$ cat config.mk
export PLATFORM = sky130hd
export DESIGN_NAME = lrk4_mul
export DESIGN_NICKNAME = d
export VERILOG_FILES = /design/src/sv/lrk4_pkg.sv /design/src/sv/lrk4_mul.sv
export SDC_FILE = /design/constraint.sdc
export NUM_CORES = 2
export LEC_CHECK = 0
export BUFFER_PORTS_ARGS = -buffer_cell sky130_fd_sc_hd__buf_2
export CORE_MARGIN = 3
export CORE_UTILIZATION = 56
export DETAILED_ROUTE_END_ITERATION = 6
export GPL_ROUTABILITY_DRIVEN = 0
export PLACE_DENSITY_LB_ADDON = 0.05
export REMOVE_ABC_BUFFERS = 1
export SYNTH_ARGS = -nofsm -noshare
export SYNTH_HDL_FRONTEND = slang
export SYNTH_SLANG_ARGS = --single-unit
$ cat constraint.sdc
create_clock -name clock -period 24.8 [get_ports clock]
set_input_delay 4.96 -clock clock [delete_from_list [all_inputs] [get_ports clock]]
set_output_delay 4.96 -clock clock [all_outputs]
set_load 0.02 [all_outputs]
$ cat src/sv/lrk4_pkg.sv
`timescale 1ns / 1ps
// ----------------------------------------------------------------------------
// lrk4_pkg
// Shared widths, constants and the saturation helper of the Lorenz RK4 unit.
// ----------------------------------------------------------------------------
package lrk4_pkg;

   localparam int WIDE_W   = 72;
   localparam int Q_W      = 32;
   localparam int MUL_A_W  = 36;
   localparam int MUL_B_W  = 32;
   localparam int PROD_W   = 68;
   localparam int DIV_IN_W = 36;
   localparam int DIV_W    = 40;
   localparam int DIV_STEPS  = 8;
   localparam int DIV_CYCLES = DIV_W / DIV_STEPS;
   localparam int DIV_CNT_W  = $clog2(DIV_CYCLES);

   localparam logic signed [WIDE_W-1:0] SAT_MAX = 72'sd2147483647;
   localparam logic signed [WIDE_W-1:0] SAT_MIN = -72'sd2147483648;

   function automatic logic signed [Q_W-1:0] sat32(input logic signed [WIDE_W-1:0] v);
      if (v > SAT_MAX) begin
         return 32'sh7fffffff;
      end else if (v < SAT_MIN) begin
         return 32'sh80000000;
      end
      return signed'(v[Q_W-1:0]);
   endfunction

endpackage

$ cat src/sv/lrk4_mul.sv
`timescale 1ns / 1ps
// ----------------------------------------------------------------------------
// lrk4_mul
// Shared signed multiplier with a registered product.
// ----------------------------------------------------------------------------
module lrk4_mul (
   input  logic                                   clock,
   input  logic                                   en,
   input  logic signed [lrk4_pkg::MUL_A_W-1:0]    a,
   input  logic signed [lrk4_pkg::MUL_B_W-1:0]    b,
   output logic signed [lrk4_pkg::PROD_W-1:0]     prod
);

   logic signed [lrk4_pkg::PROD_W-1:0] prod_ff;
   logic signed [lrk4_pkg::PROD_W-1:0] prod_in;

   assign prod_in = lrk4_pkg::PROD_W'(a) * lrk4_pkg::PROD_W'(b);

   always_ff @(posedge clock) begin
      if (en) begin
         prod_ff <= prod_in;
      end
   end

   assign prod = prod_ff;

endmodule

Word level (Yosys, flattened, before mapping):

Cells that the tools add are included.

* multiply operators: 1

Operators by type and width (count)
* multiplier 36 x 32 -> 68 bit: 1

* word-level logic and storage cells: 2
* output and inout bits: 68
* flip-flop bits (word level): 68

Depth between registers and ports, before layout:

* word-level depth: 1
* depth in mapped cells: 29
* gate-level depth less buffers: 26

Least setup slack after synthesis:

OpenSTA, ideal clock, no wires.

* path type: input -> register
* start point: input port a[35] (netlist name)
* end point: register prod_ff (netlist bit prod[67]), data pin
* arrival time: 12.248 ns
* setup time: 0.263 ns
* stages on the path: 27
* path slack: 12.289 ns
* path buffers: 1
* cell sequence: clkbuf_1 -> nand2_1 -> inv_1 -> fa_1 -> inv_1 -> fa_1 -> inv_1 -> fa_1 -> fa_1 -> inv_1 -> fa_1 -> inv_1 -> fa_1 -> inv_1 -> fa_1 -> inv_1 -> fa_1 -> ha_1 -> a21oi_1 -> o21ai_0 -> a211oi_1 -> nand2_1 -> o31ai_1 -> o31ai_2 -> a2111oi_2 -> or3_1 -> nand3_1

* longest elaborated chain between the ends: 1

Ends and longest elaborated chain
* start, declared: line lrk4_mul.sv:9 `input logic signed [lrk4_pkg::MUL_A_W-1:0] a,`
* multiplier 36 x 32 -> 68 bit: line lrk4_mul.sv:17 `assign prod_in = lrk4_pkg::PROD_W'(a) * lrk4_pkg::PROD_W'(b);`
* named net prod_in, one bit: line lrk4_mul.sv:15 `logic signed [lrk4_pkg::PROD_W-1:0] prod_in;`
* end signal, assigned: line lrk4_mul.sv:21 `prod_ff <= prod_in;`
* end, declared: line lrk4_mul.sv:14 `logic signed [lrk4_pkg::PROD_W-1:0] prod_ff;`

The timed path passes the listed nets, and every way through them passes these cells.
A chain may end at the register's enable or synchronous reset.

Worst setup path in the final report:

Ends and elaborated chain as after synthesis.

==> metrics.csv <==
metric;value;unit
setup total negative slack;0;ps
vias in the first global route;31211;
CP startpoint kind;input pin;
Fin Hold WS;5290;ps
postcts setup bufs;0;
Tmin final;13290;ps
clk root buf;clkbuf_16;
largest family of logic cells by synthesized area;adder cells;
Met2 Wirelength;56800;um
Die W;280;um
post-synth cell types;65;
synthesis-stage register bit count;68;
Post-Synthesis Cells;4364;
Nets;5754;
die footprint;78500;um2
top layer in use;met4;
Slew HR;31.2;%
post-synthesis compound-gate area fraction;3.51;%
Cell Count, Final, Fillers Out;5254;
antenna cells;0;
CTS clk-pin slew, worst paths;70;ps
final WL;109000;um
antenna violations before repair;2;
Final ANT Viol Nets;0;
final hold violation count;0;
critical path capture point type;flip-flop;
xor-xnor portion of the synthesized cell area;1.52;%
RSZ-0062 raised after global routing;no;
Top FF cell, synth;edfxtp_1;
critical path fanouts, max;32;
largest net degree at the start of global routing;69;
Boundary Pins;138;
pins over their slew limit;0;
drt drc;0;
fin crit share;53.6;%
die extent in y;280;um
Post-synth EDFFs;68;
Syn Area/Cell;9.65;um2
first-pass GRT wire length;176000;um
CTS tree;built;
number of flip-flops in the largest register;68;
Initial Util;57.1;%
via count;28429;
final setup fails;0;
Port Buf Inserts;137;
status;completed;
hold buffers post-CTS;0;
gr usage total;29.4;%
CTS sink count;68;
grt total ovfl;0;
ys async rst share;0;%
worst slew pin tran;1030;ps
wire per inst;20.7;um
worst hold path type;in -> reg;
Rows;99;
yosys warns;0;
DP HPWL;87300;um
Core Region;73700;um2
WP data required;24920;ps
clock tree buffer depth;2;
Adder-Cell Fraction of Synth Area;62.9;%
1st-pass router iterations;7;
most common cell after layout, fill and taps aside;fa_1;
PostCTS Resize Cnt;0;
register area share after synthesis;4.85;%
Via density;5.41;
fmax;75.2;MHz
H-tree depth;3;
simple-gate area share of the yosys netlist;15.4;%
Mapped Area;42100;um2
WL met3;6060;um
Worst Path Arrival;13410;ps
Crit Path Class;in -> reg;
area grow syn2layout;3.37;%
DP Cell Count;5238;
proportion of synthesized area in mux cells;0.0238;%
DRT iter0 DRCs;1505;
maxcap violations;0;
share of cells above drive strength 1;4.38;%
TritonCTS buffer count;9;
most frequent cells in the layout;fa_1 (1202), inv_1 (1079), and2_1 (588), nand2_1 (578), ha_1 (192);
met1 WL;43300;um
stage by stage:
step	utilization, %	area (um2)	worst slack, ps
final	59.0	43500	11510
after global routing	59.0	43500	10970
after floorplan	-	41200	12490
after global placement	58.6	43200	11220
after CTS	59.0	43500	11410
after detailed placement	58.6	43200	11020
Yosys cell counts (all sizes together) (4+ instances only):
cell	number	area share (%)
a211oi	8	0.15
a21boi	4	0.071
a21o	25	0.45
a21oi	60	0.71
a221oi	5	0.15
a311oi	4	0.098
a31oi	8	0.12
a41oi	5	0.15
and2	588	8.7
and3	9	0.13
buf	8	0.092
clkbuf	231	2.1
edfxtp	68	4.9
fa	1202	57
ha	192	5.7
inv	1081	9.6
nand2	578	5.2
nand2b	10	0.15
nand3	8	0.095
nand4	13	0.19
nor2	59	0.53
nor2b	5	0.074
nor3	11	0.13
o211ai	4	0.071
o21a	7	0.12
o21ai	36	0.44
o21bai	17	0.30
o31ai	6	0.12
or2	4	0.059
or3	4	0.059
xnor2	51	1.1
xor2	22	0.46
critical path: stages:
cell       delay (ps)
buf_2             480
nand2_1           250
inv_1             140
fa_1              390
inv_1             210
fa_1              530
inv_1             160
fa_1              470
fa_1              890
inv_1             400
fa_1              580
inv_1              50
fa_1              530
inv_1              50
fa_1              470
inv_1              50
fa_1              450
ha_1              340
a21oi_1           220
o21ai_0           170
a211oi_1          240
nand2_1            70
o31ai_1           430
o31ai_2           170
a2111oi_2         420
or3_1             170
nand3_1            70
kinds of logic (layout without fill, tap and decap cells):
kind of cell | after synthesis | after routing
AO/OA/AOI/OAI | 212 | 212
XOR/XNOR | 73 | 73
multiplexers | 1 | 1
adder cells (fa/ha/maj) | 1394 | 1394
buffers and inverters | 1320 | 1251
AND/OR/NAND/NOR | 1296 | 1296
flip-flops | 68 | 68
area by class of cell:
cell class / instances / area, um2
clock inverter: 7 / 82.6
timing repair buffer: 154 / 816
clock buffer: 9 / 225
tap: 959 / 1200
fill: 6567 / 30200
multi-input combinational: 2976 / 35100
sequential: 68 / 2040
inverter: 1081 / 4060
final timing paths:
kind | endpoint | cells after the start | from | slack (ps)
min | prod[58] | 1 | en | 5290
max | prod[67] | 27 | a[35] | 11510
layer usage:
metal | vias up | track usage, %
met5 | - | 0
met3 | 153 | 3.38
met1 | 15178 | 38.7
li1 | 12304 | -
met2 | 794 | 52.7
met4 | 0 | 6.99
Power is not shown: default switching activity piles up to over one toggle a cycle in this logic, so the estimate is an artifact.
