$ cat config.mk
export PLATFORM = sky130hd
export DESIGN_NAME = lrk4_div6
export DESIGN_NICKNAME = d
export VERILOG_FILES = /design/src/sv/lrk4_pkg.sv /design/src/sv/lrk4_div6.sv
export SDC_FILE = /design/constraint.sdc
export NUM_CORES = 1
export LEC_CHECK = 0
export BUFFER_PORTS_ARGS = -buffer_cell sky130_fd_sc_hd__buf_2
export CAP_MARGIN = 0
export CORE_ASPECT_RATIO = 1.2
export CORE_MARGIN = 3
export CORE_UTILIZATION = 30
export DETAILED_ROUTE_END_ITERATION = 10
export GPL_TIMING_DRIVEN = 0
export SETUP_SLACK_MARGIN = 0.05
export SLEW_MARGIN = 20
export SYNTH_ARGS = -nofsm -noshare
export SYNTH_HDL_FRONTEND = slang
export SYNTH_SLANG_ARGS = --single-unit
$ cat constraint.sdc
create_clock -name clock -period 3.85 [get_ports clock]
set_input_delay 0.1925 -clock clock [delete_from_list [all_inputs] [get_ports clock]]
set_output_delay 0.1925 -clock clock [all_outputs]
set_load 0.02 [all_outputs]
$ cat src/sv/lrk4_pkg.sv
`timescale 1ns / 1ps
// ----------------------------------------------------------------------------
// lrk4_pkg
// Shared widths, constants and the saturation helper of the Lorenz RK4 unit.
// ----------------------------------------------------------------------------
package lrk4_pkg;

   localparam int WIDE_W   = 72;
   localparam int Q_W      = 32;
   localparam int MUL_A_W  = 36;
   localparam int MUL_B_W  = 32;
   localparam int PROD_W   = 68;
   localparam int DIV_IN_W = 36;
   localparam int DIV_W    = 40;
   localparam int DIV_STEPS  = 8;
   localparam int DIV_CYCLES = DIV_W / DIV_STEPS;
   localparam int DIV_CNT_W  = $clog2(DIV_CYCLES);

   localparam logic signed [WIDE_W-1:0] SAT_MAX = 72'sd2147483647;
   localparam logic signed [WIDE_W-1:0] SAT_MIN = -72'sd2147483648;

   function automatic logic signed [Q_W-1:0] sat32(input logic signed [WIDE_W-1:0] v);
      if (v > SAT_MAX) begin
         return 32'sh7fffffff;
      end else if (v < SAT_MIN) begin
         return 32'sh80000000;
      end
      return signed'(v[Q_W-1:0]);
   endfunction

endpackage

$ cat src/sv/lrk4_div6.sv
`timescale 1ns / 1ps
// ----------------------------------------------------------------------------
// lrk4_div6
// Iterative floor division of a signed value by six, several bits a cycle.
// ----------------------------------------------------------------------------
module lrk4_div6 (
   input  logic                                    clock,
   input  logic                                    reset,
   input  logic                                    start,
   input  logic signed [lrk4_pkg::DIV_IN_W-1:0]    dividend,
   output logic                                    done,
   output logic signed [lrk4_pkg::DIV_IN_W-1:0]    quotient
);

   localparam logic signed [40:0] BIAS = 41'sd51539607552;   // 6 * 2^33
   localparam logic signed [lrk4_pkg::DIV_IN_W-1:0] OFFSET = 36'sd8589934592;

   logic                              busy_ff, busy_in;
   logic                              done_ff, done_in;
   logic [lrk4_pkg::DIV_CNT_W-1:0]    cnt_ff, cnt_in;
   logic [lrk4_pkg::DIV_W-1:0]        work_ff, work_in;
   logic [2:0]                        rem_ff, rem_in;
   logic signed [40:0]                biased;

   assign biased = 41'(dividend) + BIAS;

   always_comb begin
      logic [lrk4_pkg::DIV_W-1:0] w;
      logic [2:0]                 r;
      logic [3:0]                 r4;
      w       = work_ff;
      r       = rem_ff;
      busy_in = busy_ff;
      done_in = done_ff;
      cnt_in  = cnt_ff;
      for (int i = 0; i < lrk4_pkg::DIV_STEPS; i++) begin
         r4 = {r, w[lrk4_pkg::DIV_W-1]};
         w  = {w[lrk4_pkg::DIV_W-2:0], 1'b0};
         if (r4 >= 4'd6) begin
            r    = 3'(r4 - 4'd6);
            w[0] = 1'b1;
         end else begin
            r = r4[2:0];
         end
      end
      work_in = work_ff;
      rem_in  = rem_ff;
      if (start) begin
         work_in = lrk4_pkg::DIV_W'(biased);
         rem_in  = 3'd0;
         cnt_in  = '0;
         busy_in = 1'b1;
         done_in = 1'b0;
      end else if (busy_ff) begin
         work_in = w;
         rem_in  = r;
         cnt_in  = cnt_ff + 1'b1;
         if (cnt_ff == lrk4_pkg::DIV_CNT_W'(lrk4_pkg::DIV_CYCLES - 1)) begin
            busy_in = 1'b0;
            done_in = 1'b1;
         end
      end
   end

   always_ff @(posedge clock) begin
      if (reset) begin
         busy_ff <= 1'b0;
         done_ff <= 1'b0;
         cnt_ff  <= '0;
      end else begin
         busy_ff <= busy_in;
         done_ff <= done_in;
         cnt_ff  <= cnt_in;
      end
      work_ff <= work_in;
      rem_ff  <= rem_in;
   end

   assign done     = done_ff;
   assign quotient = signed'(work_ff[lrk4_pkg::DIV_IN_W-1:0]) - OFFSET;

endmodule

---- Word level (Yosys, flattened, before mapping) ----
Cells that the tools add are included.
storage, ports and cells
  register bits after elaboration ......... 48
  logic and storage cells ................. 49
cells by class
  $add $sub $neg .......................... 11
  magnitude comparators ................... 8
  equality and inequality tests ........... 1
  muxes and demuxes ....................... 21
  reduce and logical (&&, ||, !) cells .... 3
operators by type and width
  cell                                                  count
  2-to-1 mux 40 bit                                     2
  adder 36 x 37 -> 38 bit (second input constant)       1
  subtractor 36 x 35 -> 36 bit (second input constant)  1
  >= comparator 4 x 3 -> 1 bit (second input constant)  8
  2-to-1 mux 3 bit                                      8
  subtractor 3 bit (second input constant)              8
  2-to-1 mux 1 bit                                      11
  adder 3 x 1 -> 3 bit (second input constant)          1
  == test 3 bit (second input constant)                 1
  AND reduction 2 bit                                   1
  nonzero test 2 bit                                    1
  OR reduction 2 bit                                    1

---- Depth between registers and ports, before layout ----
Gate-level depths: netlist (run 1).
  depth after elaboration ................. 18
  depth in mapped cells ................... 12
  depth with buffers taken out ............ 9

---- Worst setup path after synthesis (run 1) ----
No wires, ideal clock.
  path type ............................... reg-to-reg
  start point ............................. reg work_ff[38] (netlist name)
  end point ............................... reg rem_ff[2]
  arrival time ............................ 2.714 ns
  data required time ...................... 3.762 ns
  slack ................................... 1.048 ns
  stages on the path, launching flop included .. 12
  buffers on the path ..................... 2
  cell sequence ........................... edfxtp_1 > buf_6 > or3b_4 > o211ai_2 > o2111ai_2 > and2_1 > buf_6 > or4_1 > o311a_1 > nand3_2 > or3b_1 > a311oi_2
between the ends
  word-level cells in the longest chain between the ends .. 14
  elaborated cells on any way between the ends .. 21
  classes of those cells .................. 7 x add/sub; 7 x order compare; 7 x mux
RTL lines
  item                                                              line                              source
  start, declared                                                   lrk4_div6.sv:21                   logic [lrk4_pkg::DIV_W-1:0] work_ff, work_in;
  start signal, assigned                                            lrk4_div6.sv:75                   work_ff <= work_in;
  >= comparator 4 x 3 -> 1 bit or subtractor 3 bit (tied branches)  lrk4_div6.sv:39, lrk4_div6.sv:40
  2-to-1 mux 3 bit (*)                                              lrk4_div6.sv:39                   if (r4 >= 4'd6) begin
  >= comparator 4 x 3 -> 1 bit or subtractor 3 bit (tied branches)  lrk4_div6.sv:39, lrk4_div6.sv:40
  2-to-1 mux 3 bit (*)                                              lrk4_div6.sv:39
  >= comparator 4 x 3 -> 1 bit or subtractor 3 bit (tied branches)  lrk4_div6.sv:39, lrk4_div6.sv:40
  2-to-1 mux 3 bit (*)                                              lrk4_div6.sv:39
  >= comparator 4 x 3 -> 1 bit or subtractor 3 bit (tied branches)  lrk4_div6.sv:39, lrk4_div6.sv:40
  2-to-1 mux 3 bit (*)                                              lrk4_div6.sv:39
  >= comparator 4 x 3 -> 1 bit or subtractor 3 bit (tied branches)  lrk4_div6.sv:39, lrk4_div6.sv:40
  2-to-1 mux 3 bit (*)                                              lrk4_div6.sv:39
  >= comparator 4 x 3 -> 1 bit or subtractor 3 bit (tied branches)  lrk4_div6.sv:39, lrk4_div6.sv:40
  2-to-1 mux 3 bit (*)                                              lrk4_div6.sv:39
  >= comparator 4 x 3 -> 1 bit or subtractor 3 bit (tied branches)  lrk4_div6.sv:39, lrk4_div6.sv:40
  2-to-1 mux 3 bit (*)                                              lrk4_div6.sv:39
  end signal, assigned                                              lrk4_div6.sv:76                   rem_ff <= rem_in;
  end, declared                                                     lrk4_div6.sv:22                   logic [2:0] rem_ff, rem_in;
Every way passes the cells marked *; elsewhere a longest branch is shown, timed or not.
A chain may end at the register's enable or synchronous reset.

---- Worst setup path after layout (run 1) ----
  start point ............................. reg rem_ff[1]
  end point ............................... reg rem_ff[2]
between the ends
  word-level cells in the longest chain between the ends .. 16
  elaborated cells on any way between the ends .. 24
  classes of those cells .................. 8 x add/sub; 8 x order compare; 8 x mux
RTL lines
  item                                                              line
  >= comparator 4 x 3 -> 1 bit or subtractor 3 bit (tied branches)  lrk4_div6.sv:39, lrk4_div6.sv:40
  2-to-1 mux 3 bit (*)                                              lrk4_div6.sv:39
  >= comparator 4 x 3 -> 1 bit or subtractor 3 bit (tied branches)  lrk4_div6.sv:39, lrk4_div6.sv:40
  2-to-1 mux 3 bit (*)                                              lrk4_div6.sv:39
  >= comparator 4 x 3 -> 1 bit or subtractor 3 bit (tied branches)  lrk4_div6.sv:39, lrk4_div6.sv:40
  2-to-1 mux 3 bit (*)                                              lrk4_div6.sv:39
  >= comparator 4 x 3 -> 1 bit or subtractor 3 bit (tied branches)  lrk4_div6.sv:39, lrk4_div6.sv:40
  2-to-1 mux 3 bit (*)                                              lrk4_div6.sv:39
  >= comparator 4 x 3 -> 1 bit or subtractor 3 bit (tied branches)  lrk4_div6.sv:39, lrk4_div6.sv:40
  2-to-1 mux 3 bit (*)                                              lrk4_div6.sv:39
  >= comparator 4 x 3 -> 1 bit or subtractor 3 bit (tied branches)  lrk4_div6.sv:39, lrk4_div6.sv:40
  2-to-1 mux 3 bit (*)                                              lrk4_div6.sv:39
  >= comparator 4 x 3 -> 1 bit or subtractor 3 bit (tied branches)  lrk4_div6.sv:39, lrk4_div6.sv:40
  2-to-1 mux 3 bit (*)                                              lrk4_div6.sv:39
  >= comparator 4 x 3 -> 1 bit or subtractor 3 bit (tied branches)  lrk4_div6.sv:39, lrk4_div6.sv:40
  2-to-1 mux 3 bit (*)                                              lrk4_div6.sv:39
Marks and branches as above.

==> results.md, run 1 <==
- For this block, the initial DRC count from the detailed router was 243.
- The detail route stage leaves a number of antenna-violating nets equal to 0.
- Of the total power, the share spent switching nets is 0.300.
- Of all flip-flops after synthesis, the portion carrying an async set or reset was 0.
- For met1 alone, demand over resource in global routing was 0.160.
- Clock latency on the worst-skew pair, taken at its later pin, is 0.28 ns.
- The category of the critical setup timing path is reg2reg.
- The number of detailed-routing iterations run before antenna repair is 4.
- The routing usage on met2 is 0.229.
- At the end of the flow the core is filled with cells to 0.379.
- Entering global routing, the biggest net connects 41 pins.
- The total core area is 0.0101 mm^2.
- Setup violations remaining at the end of the flow were counted as 0.
- Sorting the synthesized cells by area gives the leading types as sky130_fd_sc_hd__edfxtp_1 (38%), sky130_fd_sc_hd__mux2_2 (10%), sky130_fd_sc_hd__buf_4 (7.9%).
- The post-CTS setup repair buffer count is 0.
- The I/O pin count is 76.
- Counting flops and latches in the post-synthesis netlist gives 48.
- The deepest level of the CTS H-tree is 2.
- The sum of routed wire length over all layers is 7300 um.
- The number of buffers between clock root and the deepest sink is 2.
- TritonCTS built the clock tree.
- The finished layout holds 510 standard cells, fillers aside.
- The number of global-route vias before repair is 2,521.
- The path type of the worst min-delay path is in2reg.
- The most numerous cell in the Yosys netlist is sky130_fd_sc_hd__edfxtp_1.
- Along the worst hold path, the cell count comes to 2.
- The Yosys warning count is 0.
- The total congestion overflow is 0.
- Setup repair after global routing left no endpoint under its margin.
- Along the worst path, the maximum fanout reaches 10.
- The number of unique standard cell types used by synthesis is 58.
- At the worst endpoint, the required time is 4.05 ns.
- The net switching power is 0.000508 W.
- In this run the clock root is driven by a sky130_fd_sc_hd__clkbuf_16.
- The floorplan step set the die width to 99.2 um.
- The number of hold-slack violations in the final timing report was 0.
- The share of the synthesized area in compound gates (AO/OA/AOI/OAI) was 0.148.
- In the global route stage, met3 resource usage came out at 0.0207.
- The half-perimeter wire length of the detailed placement result is 5540 um.
- In this design, the critical path's most frequently occurring cell is sky130_fd_sc_hd__or3b_1.
- Of the total power, registers draw 0.396.
- In the routed layout, each cell is associated on average with a via count of 4.94.
- The worst-margin pin slew is 0.931 ns.
- For this configuration, the core starts out at a cell density of 0.309.
- The global placer's final weighted congestion is 0.799.
- The quantity of I/O buffers inserted on ports is 74.
- The worst pin sits at a relative slew slack of 0.379.
- The number of antenna violations at the first check in global routing is 0.
- The highest achievable clock rate is 325 MHz.
- The synthesized netlist occupies a cell area of 0.00313 mm^2.
- The analysis attributes to cell leakage a power of 1.59 nW.
- Counting flops with a built-in enable in the synthesized netlist gives 40.
- The cell internal power dissipation is 0.00118 W.
- Of the total synthesized cell area, the portion taken by AND, OR, NAND and NOR gates is 0.133.
- The per-cell routed wire length is 14.3 um.
- The final antenna diode count is 0.
- The first global-routing pass estimated 12,400 um of wire.
- Data arrives at the worst endpoint at 3.27 ns.
- The clock slew at the register clock pins of the worst setup and hold paths is 0.06 ns.
- Of the total synthesized cell area, the portion taken by XOR and XNOR cells is 0.0224.
- Of the total synthesized cell area, the portion taken by full adders, half adders and majority gates is 0.0232.
- Of the synthesized area, sequential elements account for 0.435.
- The sink count of the clock tree is 48.
- Counting instances in the post-synthesis netlist gives the leading cell types as sky130_fd_sc_hd__edfxtp_1 (40), sky130_fd_sc_hd__buf_4 (33), sky130_fd_sc_hd__mux2_2 (28), sky130_fd_sc_hd__a21oi_1 (18), sky130_fd_sc_hd__nor2_1 (18).
- Across the run, the number of max-cap violations was 0.
- The run finished with clean final reports.
- The number of buffers and inverters on the critical path is 2.
- The final number of max-transition violations was 0.
- The most used flip-flop cell after synthesis is sky130_fd_sc_hd__edfxtp_1.
- The worst setup path is captured at a flip-flop.
- The layout overhead on the synthesized area is 22.6%.
- In this run the power density over the cells is 441 mW/mm^2.
- After global routing, the most crowded layer is met2.
- The number of nets produced by synthesis is 346.
- sky130_fd_sc_hd__edfxtp_1 takes more of the synthesized area than any other cell.
- The dominant delay contributor by cell family on the critical path is simple AND/OR/NAND/NOR gates.
- Of the post-synthesis cell area, the part taken by muxes is 0.110.
- Of the post-synthesis cell area, the dominant cell type holds 0.384.
- For the finished layout, the period the worst path requires is 3.07 ns.
- The number of remaining DRC errors is 0.
- The number of clock buffers added by TritonCTS is 5.
- Clock skew on the completed layout was measured at 0.00319 ns.
- Across every metal layer, demand over resource in global routing totals 0.128.
- The fraction of the cycle the final worst path needs is 0.798.
- The portion of total power attributed to the clock network is 0.295.
- The logic gate share of total power is 0.308.
- Across all layers, the routed design uses 2,520 vias.
- The critical path's largest stage delay is 0.46 ns.
- The type of element launching the critical path is a flip-flop.
- Traced cell by cell, the critical path runs through buf_2 > or3b_1 > a2bb2oi_1 > o211ai_1 > or2_1 > clkbuf_1 > o2111ai_1 > o311a_1 > nand3_2 > or3b_1 > a311oi_2.
- Of the cells placed in the final design, the portion with a size suffix greater than 1 is 0.422.
- The die covers 0.0117 mm^2.
- The number of buffers inserted by hold repair at cts is 0.
- Counting tap cells, the placed design contains a total of 502 instances.
- The number of gates resized after CTS was 0.
- The number of cells on the worst reg-to-reg path is 11.
- In this run the mean area of a mapped cell was 10.4 um^2.
- The floorplan has 40 rows.
- The number of stages on the worst setup path is 11.
- The final-stage net count is 427.
- The worst voltage drop across the vdd grid is 0.000240 V.
- The cell with the largest stage delay on the worst path is sky130_fd_sc_hd__dfxtp_1.
- In this run the vertical extent of the chip is 118 um.
- After routing, the total negative slack on setup checks comes to 0 ns.
- The gate count of the mapped netlist is 302.
- The main combinational cell family by area after synthesis is compound AO/OA/AOI/OAI gates.
through the flow:
stage / setup WS (ns) / hold slack [ns] / cell area, um^2 / total power [W]
CTS: 0.794 / 0.129 / 3830 / 0.00171
global route: 0.569 / 0.142 / 3830 / 0.00179
floorplan: 1.05 / 0.265 / 3130 / 0.00106
finish: 0.777 / 0.130 / 3830 / 0.00169
global placement: 0.878 / 0.429 / 3660 / 0.00119
detailed placement: 0.811 / 0.432 / 3660 / 0.00120
layer usage:
| layer | wire (um) | vias to the layer above | share of wire |
|---|---|---|---|
| met5 | 0 | - | 0 |
| met4 | 90 | 0 | 0.012 |
| met3 | 309 | 7 | 0.042 |
| met2 | 3880 | 70 | 0.53 |
| met1 | 3020 | 1215 | 0.41 |
| li1 | - | 1228 | - |
state kept, by name, summed over array words and instances, names as in the netlist:
signal,cells
cnt_ff,3
done,1
busy_ff,1
work_ff,40
rem_ff,3
cell usage in the layout (no fill, tap or decap), types with 3 or more instances in the layout:
cell and count:
sky130_fd_sc_hd__a211oi_1 4, sky130_fd_sc_hd__buf_2 80, sky130_fd_sc_hd__or3b_1 4, sky130_fd_sc_hd__nand2_1 17, sky130_fd_sc_hd__clkbuf_16 6, sky130_fd_sc_hd__mux2_2 28
sky130_fd_sc_hd__a21oi_1 18, sky130_fd_sc_hd__and2_1 3, sky130_fd_sc_hd__nor2b_1 5, sky130_fd_sc_hd__dfxtp_1 8, sky130_fd_sc_hd__o21ai_0 13, sky130_fd_sc_hd__xor2_1 4
sky130_fd_sc_hd__o21ai_1 3, sky130_fd_sc_hd__ha_1 5, sky130_fd_sc_hd__xnor2_1 4, sky130_fd_sc_hd__a31oi_1 6, sky130_fd_sc_hd__inv_1 12, sky130_fd_sc_hd__nor3_1 8
sky130_fd_sc_hd__nor4bb_1 3, sky130_fd_sc_hd__nor2_1 18, sky130_fd_sc_hd__clkbuf_1 13, sky130_fd_sc_hd__edfxtp_1 40, sky130_fd_sc_hd__mux2i_1 3, sky130_fd_sc_hd__buf_4 33
worst reg2reg max path: stages (launching register included):
cell and delay (ns):
sky130_fd_sc_hd__dfxtp_1 0.46, sky130_fd_sc_hd__buf_2 0.28, sky130_fd_sc_hd__or3b_1 0.38, sky130_fd_sc_hd__a2bb2oi_1 0.15
sky130_fd_sc_hd__o211ai_1 0.13, sky130_fd_sc_hd__or2_1 0.19, sky130_fd_sc_hd__clkbuf_1 0.34, sky130_fd_sc_hd__o2111ai_1 0.18
sky130_fd_sc_hd__o311a_1 0.17, sky130_fd_sc_hd__nand3_2 0.11, sky130_fd_sc_hd__or3b_1 0.37, sky130_fd_sc_hd__a311oi_2 0.23
cells by family (layout without fill, tap and decap cells):
logic type,Yosys count,after routing
xor+xnor,8,8
flops,48,48
compound gates,66,66
mux,31,31
buf+inv,68,150
simple gates,75,75
fa+ha+maj,6,6
cell type report:
class	count	area (um^2)
fill	1033	6280
multi-input combinational	186	1370
sequential	48	1360
timing repair buffer	74	370
buffer	56	357
clock buffer	8	178
tap	126	158
inverter	12	45.0
path summary, 6_finish.rpt:
| check | slack [ns] | start | to |
|---|---|---|---|
| worst min register to register | 0.52 | done | done |
| worst min-delay path | 0.13 | reset | cnt_ff[0] |
| worst max-delay path | 0.78 | rem_ff[1] | rem_ff[2] |
| worst max register to register | 0.78 | rem_ff[1] | rem_ff[2] |
power groups by stage:
| stage | clock (W) | combinational [W] | sequential (W) |
|---|---|---|---|
| after floorplan | 0 | 0.000394 | 0.000667 |
| after CTS | 0.000513 | 0.000524 | 0.000671 |
| after global placement | 0 | 0.000515 | 0.000680 |
| after detailed placement | 0 | 0.000521 | 0.000681 |
| after global routing | 0.000533 | 0.000575 | 0.000680 |
| final | 0.000500 | 0.000522 | 0.000671 |
(Power assumes the default switching activity.)
==> run 2: changes to the inputs <==
==> constraint.sdc (replaced) <==
create_clock -name clock -period 2.6 [get_ports clock]
set_input_delay 0.13 -clock clock [delete_from_list [all_inputs] [get_ports clock]]
set_output_delay 0.13 -clock clock [all_outputs]
set_load 0.02 [all_outputs]
==> run 2 against run 1 <==
Net effect: the run now ends with negative setup slack left; sequential share of layout area shrank 1.9 points; sequential power grew 49%; first-iteration DRC count shrank 47%; critical path depth shrank 1; clock power grew 50%; flip-flop and latch count is the same; routed wire length grew 5.4%; combinational power grew 75%; design area grew 5.8%; clock skew grew 0.0030 ns; register-to-register slack lost 1.0 ns; die area is the same.
==> results.md, run 2 (same netlist as run 1, synthesis figures left out) <==
- The clock slew at the register clock pins of the worst setup and hold paths is 0.07 ns.
- The final antenna diode count is 0.
- The vias per cell is 4.89.
- The total congestion overflow is 0.
- The tool flagged a number of max-cap violations equal to 0.
- The register with the most flip-flops in the layout has 40 of them.
- The final layout contains 437 nets.
- For the worst flop-to-flop path, the logic depth is 10.
- The worst-case register-to-register setup slack is -0.25 ns.
- In this run the standard cell core region covers 0.0101 mm^2.
- The first global-routing pass estimated 12,300 um of wire.
- The latest clock arrival within the worst-skew pair is 0.29 ns.
- Row generation in the floorplan step produced 40 rows.
- The clock period minus worst slack is 2.85 ns.
- Buffers placed on the I/O ports in this run total 74.
- In this run the remaining antenna-violating nets after routing total 0.
- The register with the highest flop count is work_ff.
- The kind of end point of the critical path is a flip-flop.
- Before CTS, the worst setup slack after placement is -0.554 ns.
- The worst-case IR drop observed on VDD is 0.000548 V.
- The tree built by TritonCTS fans out to 48 sinks.
- The flow ran to the end, but the final reports show violations.
- The worst hold path belongs to the class in2reg.
- For this run, the total global-route usage over all layers was measured as 0.131.
- The number of global-route vias before repair is 2,558.
- The number of remaining DRC errors is 0.
- The die area is 0.0117 mm^2.
- The half-perimeter wire length of the detailed placement result is 5590 um.
- The final number of max-transition violations came to 0.
- Setup total negative slack on the finished layout was measured at -0.699 ns.
- The startpoint of the lowest-slack hold path is reset.
- Fill cells in the final layout number 1,018.
- The sum of routed wire length over all layers is 7690 um.
- The H-tree was split into 2 levels.
- The worst hold path was traced through 2 stages.
- On the final layout, the worst clock skew is 0.00624 ns.
- The TritonCTS buffer count is 5.
- The final reports fail on negative setup slack.
- In this run the critical register-to-register path is launched from work_ff[37].
- The library cells used most frequently in the layout, excluding fill and tap cells, are sky130_fd_sc_hd__buf_2 (77), sky130_fd_sc_hd__buf_4 (42), sky130_fd_sc_hd__edfxtp_1 (40).
- The global placer's final weighted congestion is 0.789.
- The highest achievable clock rate is 351 MHz.
- The setup path with the least slack is of type reg2reg.
- The worst path required time is 2.81 ns.
- Setup repair after global routing could not meet its margin everywhere.
- The total power per unit cell area is 657 mW/mm^2.
- The worst-margin pin slew is 0.922 ns.
- After detailed routing, the average wire length per cell comes to 14.8 um.
- The clock passes through at most 2 buffers.
- The largest registers in the layout are work_ff: 40 flops, cnt_ff: 3 flops, rem_ff: 3 flops.
- The largest fanout of any net on the critical path is 7.
- The area growth from synthesis to layout is 29.7%.
- The headroom to the max-slew limit is 0.386.
- From bottom edge to top edge, the die measures 118 um.
- The I/O pin count is 76.
- Of the available clock period, the critical path in the final layout requires 1.09.
- TritonCTS built the clock tree.
- The starting DRC count in detailed routing is 129.
- The tree is rooted in a sky130_fd_sc_hd__clkbuf_16.
- The die boundary width is 99.2 um.
- The final worst setup slack is -0.246 ns.
- The setup-violating endpoint count in the final report is 4.
- The reg-to-reg critical path endpoint is rem_ff[2].
- The starting density of the core is 0.309.
- The via count is 2,541.
- Entering global routing, the biggest net connects 41 pins.
- The number of hold-slack violations in the final timing report is 0.
- Of the cells placed in the final design, the portion with a size suffix greater than 1 is 0.495.
- The number of antenna violations at the first check in global routing is 0.
- The number of detailed-routing iterations run before antenna repair is 4.
- The library cell used most frequently in the layout, excluding fill and tap cells, is sky130_fd_sc_hd__buf_2.
- STA classifies the critical path startpoint as a flip-flop.
- The destination of the worst hold path is busy_ff.
- At the worst endpoint, the arrival time is 3.06 ns.
- The static leakage is 1.68 nW.
-- run 2: what timing repair did --
| item | 4_1_cts | 5_1_grt |
|---|---|---|
| pin swaps | 14 | 8 |
| hold buffers | 0 | 0 |
| setup endpoints to repair | 5 | 5 |
| buffers inserted | 10 | 2 |
| hold endpoints to repair | 0 | 0 |
| gates resized for setup | 22 | 25 |
-- run 2: through the flow --
stage | instance area (um^2) | total power (W) | instances | utilization | hold WS [ns]
after floorplan | 3130 | 0.00157 | 302 | - | 0.202
after global placement | 3660 | 0.00177 | 502 | 0.362 | 0.368
after detailed placement | 3660 | 0.00178 | 502 | 0.362 | 0.373
after CTS | 3980 | 0.00263 | 519 | 0.394 | 0.0633
after global routing | 4060 | 0.00280 | 520 | 0.401 | 0.0677
final | 4060 | 0.00267 | 520 | 0.401 | 0.0671
-- run 2: where the power goes --
group / internal [W] / switching [W]
Sequential: 0.000942 / 0.0000569
Combinational: 0.000445 / 0.000470
Clock: 0.000477 / 0.000275
Total: 0.00186 / 0.000802
-- run 2: layout make-up --
type | instances | area [um^2] | share of cell area
plain buffers | 54 | 377 | 0.0928
multi-input cells | 186 | 1460 | 0.361
clock inverters | 2 | 33.8 | 0.00833
flip-flops and latches | 48 | 1370 | 0.337
clock buffers | 6 | 139 | 0.0342
well taps | 126 | 158 | 0.0389
inverters | 12 | 45.0 | 0.0111
repair buffers | 86 | 475 | 0.117
-- run 2: worst max-delay path, cell delays in order, from the launching register on --
cell                       delay (ns)
sky130_fd_sc_hd__edfxtp_1        0.49
sky130_fd_sc_hd__buf_6           0.18
sky130_fd_sc_hd__nand3b_1        0.17
sky130_fd_sc_hd__a2bb2o_4        0.15
sky130_fd_sc_hd__o211ai_1        0.12
sky130_fd_sc_hd__or2_4           0.29
sky130_fd_sc_hd__buf_8           0.13
sky130_fd_sc_hd__o211a_1         0.20
sky130_fd_sc_hd__or3_4           0.42
sky130_fd_sc_hd__or3b_1          0.37
sky130_fd_sc_hd__a311oi_2        0.23
-- run 2: worst max path at each step --
| stage | from | to | slack (ns) | cells past startpoint |
|---|---|---|---|---|
| 3_3_place_gp | rem_ff[1] | rem_ff[2] | -0.52 | 10 |
| 2_1_floorplan | work_ff[38] | rem_ff[2] | -0.17 | 11 |
| 6_report | work_ff[37] | rem_ff[2] | -0.25 | 10 |
| 4_1_cts | work_ff[38] | rem_ff[1] | -0.28 | 11 |
| 5_1_grt | work_ff[37] | rem_ff[1] | -0.39 | 11 |
| 3_5_place_dp | rem_ff[1] | rem_ff[2] | -0.55 | 10 |
-- run 2: metal layers --
layer  GRT usage  part of all wire  vias to the layer above
met4      0.0615             0.027                        0
met1       0.152              0.41                     1228
met2       0.227              0.53                       53
met5           0                 0                        -
li1            -                 -                     1245
met3      0.0267             0.041                       15
==> run 3: changes to the inputs <==
--- a/config.mk
+++ b/config.mk
@@ -12,7 +12,6 @@
 export CORE_UTILIZATION = 30
 export DETAILED_ROUTE_END_ITERATION = 10
 export GPL_TIMING_DRIVEN = 0
-export SETUP_SLACK_MARGIN = 0.05
 export SLEW_MARGIN = 20
 export SYNTH_ARGS = -nofsm -noshare
 export SYNTH_HDL_FRONTEND = slang
==> run 3 against run 2 <==
Net effect: the flow still finishes with violations (negative setup slack); die area stayed put; combinational power is 3.2% lower; sequential power hardly changed; setup slack worse by 0.070 ns; maximum frequency is 2.4% lower; critical path depth stayed put; critical endpoint unchanged; largest cell class unchanged.
==> results.md, run 3 (same netlist as run 1, synthesis figures left out) <==
- The sum of met3 wire segment lengths after detailed routing is 334 um.
- Counting I/O delays and the setup requirement, the final critical path takes 2.92 ns.
- For this configuration, the core starts out at a cell density of 0.309.
- The clock slew at the register clock pins of the worst setup and hold paths is 0.07 ns.
- For the pin with the worst max-slew slack, the measured transition is 0.920 ns.
- The clock passes through at most 2 buffers.
- The number of global-route vias before repair is 2,537.
- The quantity of I/O buffers inserted on ports is 74.
- The all-layer global routing usage is 0.131.
- The most common cell after layout, fill and taps aside is sky130_fd_sc_hd__buf_2.
- The clock drives 48 sinks.
- The core region is 0.0101 mm^2.
- The final reports fail on negative setup slack.
- Measured along the y axis, the die boundary spans 118 um.
- In this run the static leakage power is 1.67 nW.
- The routed design uses 4050 um of met2 wire.
- The setup-violating endpoint count in the final report is 5.
- The number of antenna-violating nets in the routed design is 0.
- The CTS tree is yes.
- Setup repair after global routing could not meet its margin everywhere.
- The setup path with the least slack is of type reg2reg.
- The sum of routed wire length over all layers is 7670 um.
- The worst setup path is launched from a flip-flop.
- The die is 99.2 um wide.
- The dominant delay contributor by cell family on the critical path is simple AND/OR/NAND/NOR gates.
- The sum of routed wire segments on met1 is 3100 um.
- Counting both buffers and inverters, the worst setup path holds a total of 2.
- The per-cell routed wire length is 14.7 um.
- The I/O pin count is 76.
- The tightest min-delay check is of the in2reg type.
- The final number of max-transition violations is 0.
- The flip-flop count of the largest register, all copies and words added is 40.
- Data arrives at the worst endpoint at 3.13 ns.
- The number of cells after detailed placement is 502.
- The largest fanout of any net on the critical path is 5.
- The number of hold-slack violations in the final timing report was 0.
- The number of remaining DRC errors is 0.
- The number of buffers inserted by hold repair at cts is 0.
- At the end of routability-driven placement, the weighted congestion stood at 0.789.
- The area of all sequential standard cells is 0.00137 mm^2.
- In this run the tightest slew margin relative to its limit is 0.387.
- The clock arrives with 0.00602 ns of skew.
- The die area is 0.0117 mm^2.
- The first global-routing pass estimated 12,300 um of wire.
- In the routed layout, each cell is associated on average with a via count of 4.93.
- At the worst endpoint, the required time is 2.81 ns.
- The kind of end point of the critical path is a flip-flop.
- The highest achievable clock rate is 343 MHz.
- The via count is 2,570.
- The multi-input gate area in the final layout is 0.00144 mm^2.
- The clock reaches the later pin of the worst-skew pair after 0.29 ns.
- The largest net degree at the start of global routing is 41.
- The area growth from synthesis to layout is 28.8%.
- The total congestion overflow is 0.
- Walking the worst path, the cells encountered are or3b_4 > buf_6 > a2bb2oi_2 > o211ai_1 > or2_4 > buf_8 > o211a_1 > or3_4 > or3b_1 > a311oi_2.
- The fraction of the cycle the final worst path needs is 1.12.
- Signal routing reaches up to met4.
- The TritonCTS buffer count is 5.
- The run finished, with violations left.
- The worst setup timing slack at the placement stage is -0.554 ns.
- The library cells used most frequently in the layout, excluding fill and tap cells, are sky130_fd_sc_hd__buf_2 (77), sky130_fd_sc_hd__buf_4 (46), sky130_fd_sc_hd__edfxtp_1 (40).
- The tree is rooted in a sky130_fd_sc_hd__clkbuf_16.
- The deepest level of the CTS H-tree is 2.
- The count of placed standard cells in the final layout, fillers left out is 521.
- The HPWL after detailed placement is 5590 um.
- Across the run, the number of max-cap violations was 0.
- The number of antenna violations at the first check in global routing is 0.
- In the final layout, the registers with the most flip-flops are work_ff: 40 flops, cnt_ff: 3 flops, rem_ff: 3 flops.
- The total power per unit cell area is 654 mW/mm^2.
- The fraction of final layout cells with drive strength greater than 1 is 0.481.
- The critical path's largest stage delay is 0.49 ns.
- The final layout contains 438 nets.
- The layout filler cell count is 1,033.
- The slowest stage of the critical path is the sky130_fd_sc_hd__edfxtp_1 cell.
- The final antenna diode count is 0.
- For this block, the initial DRC count from the detailed router was 141.
- The floorplan has 40 rows.
- The final worst setup slack is -0.316 ns.
- Before antenna repair, the detailed router went through 4 iterations.
- The overall power after layout is 0.00263 W.
- The register with the most flip-flops in the final layout is work_ff.
- Across the VDD grid, the largest voltage drop is 0.000544 V.
run 3: changes by cell type in the layout (fill, tap and decap cells not counted), sizes merged:
cell	before	now
buf	129	130
run 3: path summary, 6_finish.rpt:
check                                  from         to  slack (ns)  depth (start not counted)
worst min register to register         done       done        0.53                          2
worst max register to register  work_ff[37]  rem_ff[2]       -0.32                         10
worst min-delay path                  reset    busy_ff        0.07                          2
worst max-delay path            work_ff[37]  rem_ff[2]       -0.32                         10
run 3: cell type report:
| type | count | share of cell area |
|---|---|---|
| timing repair buffer | 87 | 0.119 |
| inverter | 12 | 0.0112 |
| buffer | 54 | 0.0916 |
| clock inverter | 2 | 0.00838 |
| sequential | 48 | 0.339 |
| tap | 126 | 0.0391 |
| multi-input combinational | 186 | 0.358 |
| clock buffer | 6 | 0.0345 |
run 3: repair_timing:
item,CTS,global route
pin swaps,16,6
setup endpoints to repair,5,5
resized for setup,25,13
setup buffers,9,4
endpoints found under the hold margin,0,0
run 3: per-layer routing:
layer / track usage / vias up
met3: 0.0279 / 13
li1: - / 1250
met4: 0.0649 / 0
met2: 0.225 / 72
met1: 0.153 / 1235
met5: 0 / -
run 3: stage by stage:
step	util	TNS, ns	cell area (um^2)	hold slack, ns
after CTS	0.393	-0.843	3980	0.0633
after floorplan	-	-0.219	3130	0.202
after global placement	0.362	-1.36	3660	0.368
after detailed placement	0.362	-1.60	3660	0.373
after global routing	0.399	-1.61	4030	0.0677
final	0.399	-1.21	4030	0.0684
run 3: where the power goes:
group | internal [W] | total [W] | switching (W)
Clock | 0.000477 | 0.000750 | 0.000273
Sequential | 0.000942 | 0.000999 | 0.0000567
Combinational | 0.000426 | 0.000885 | 0.000459
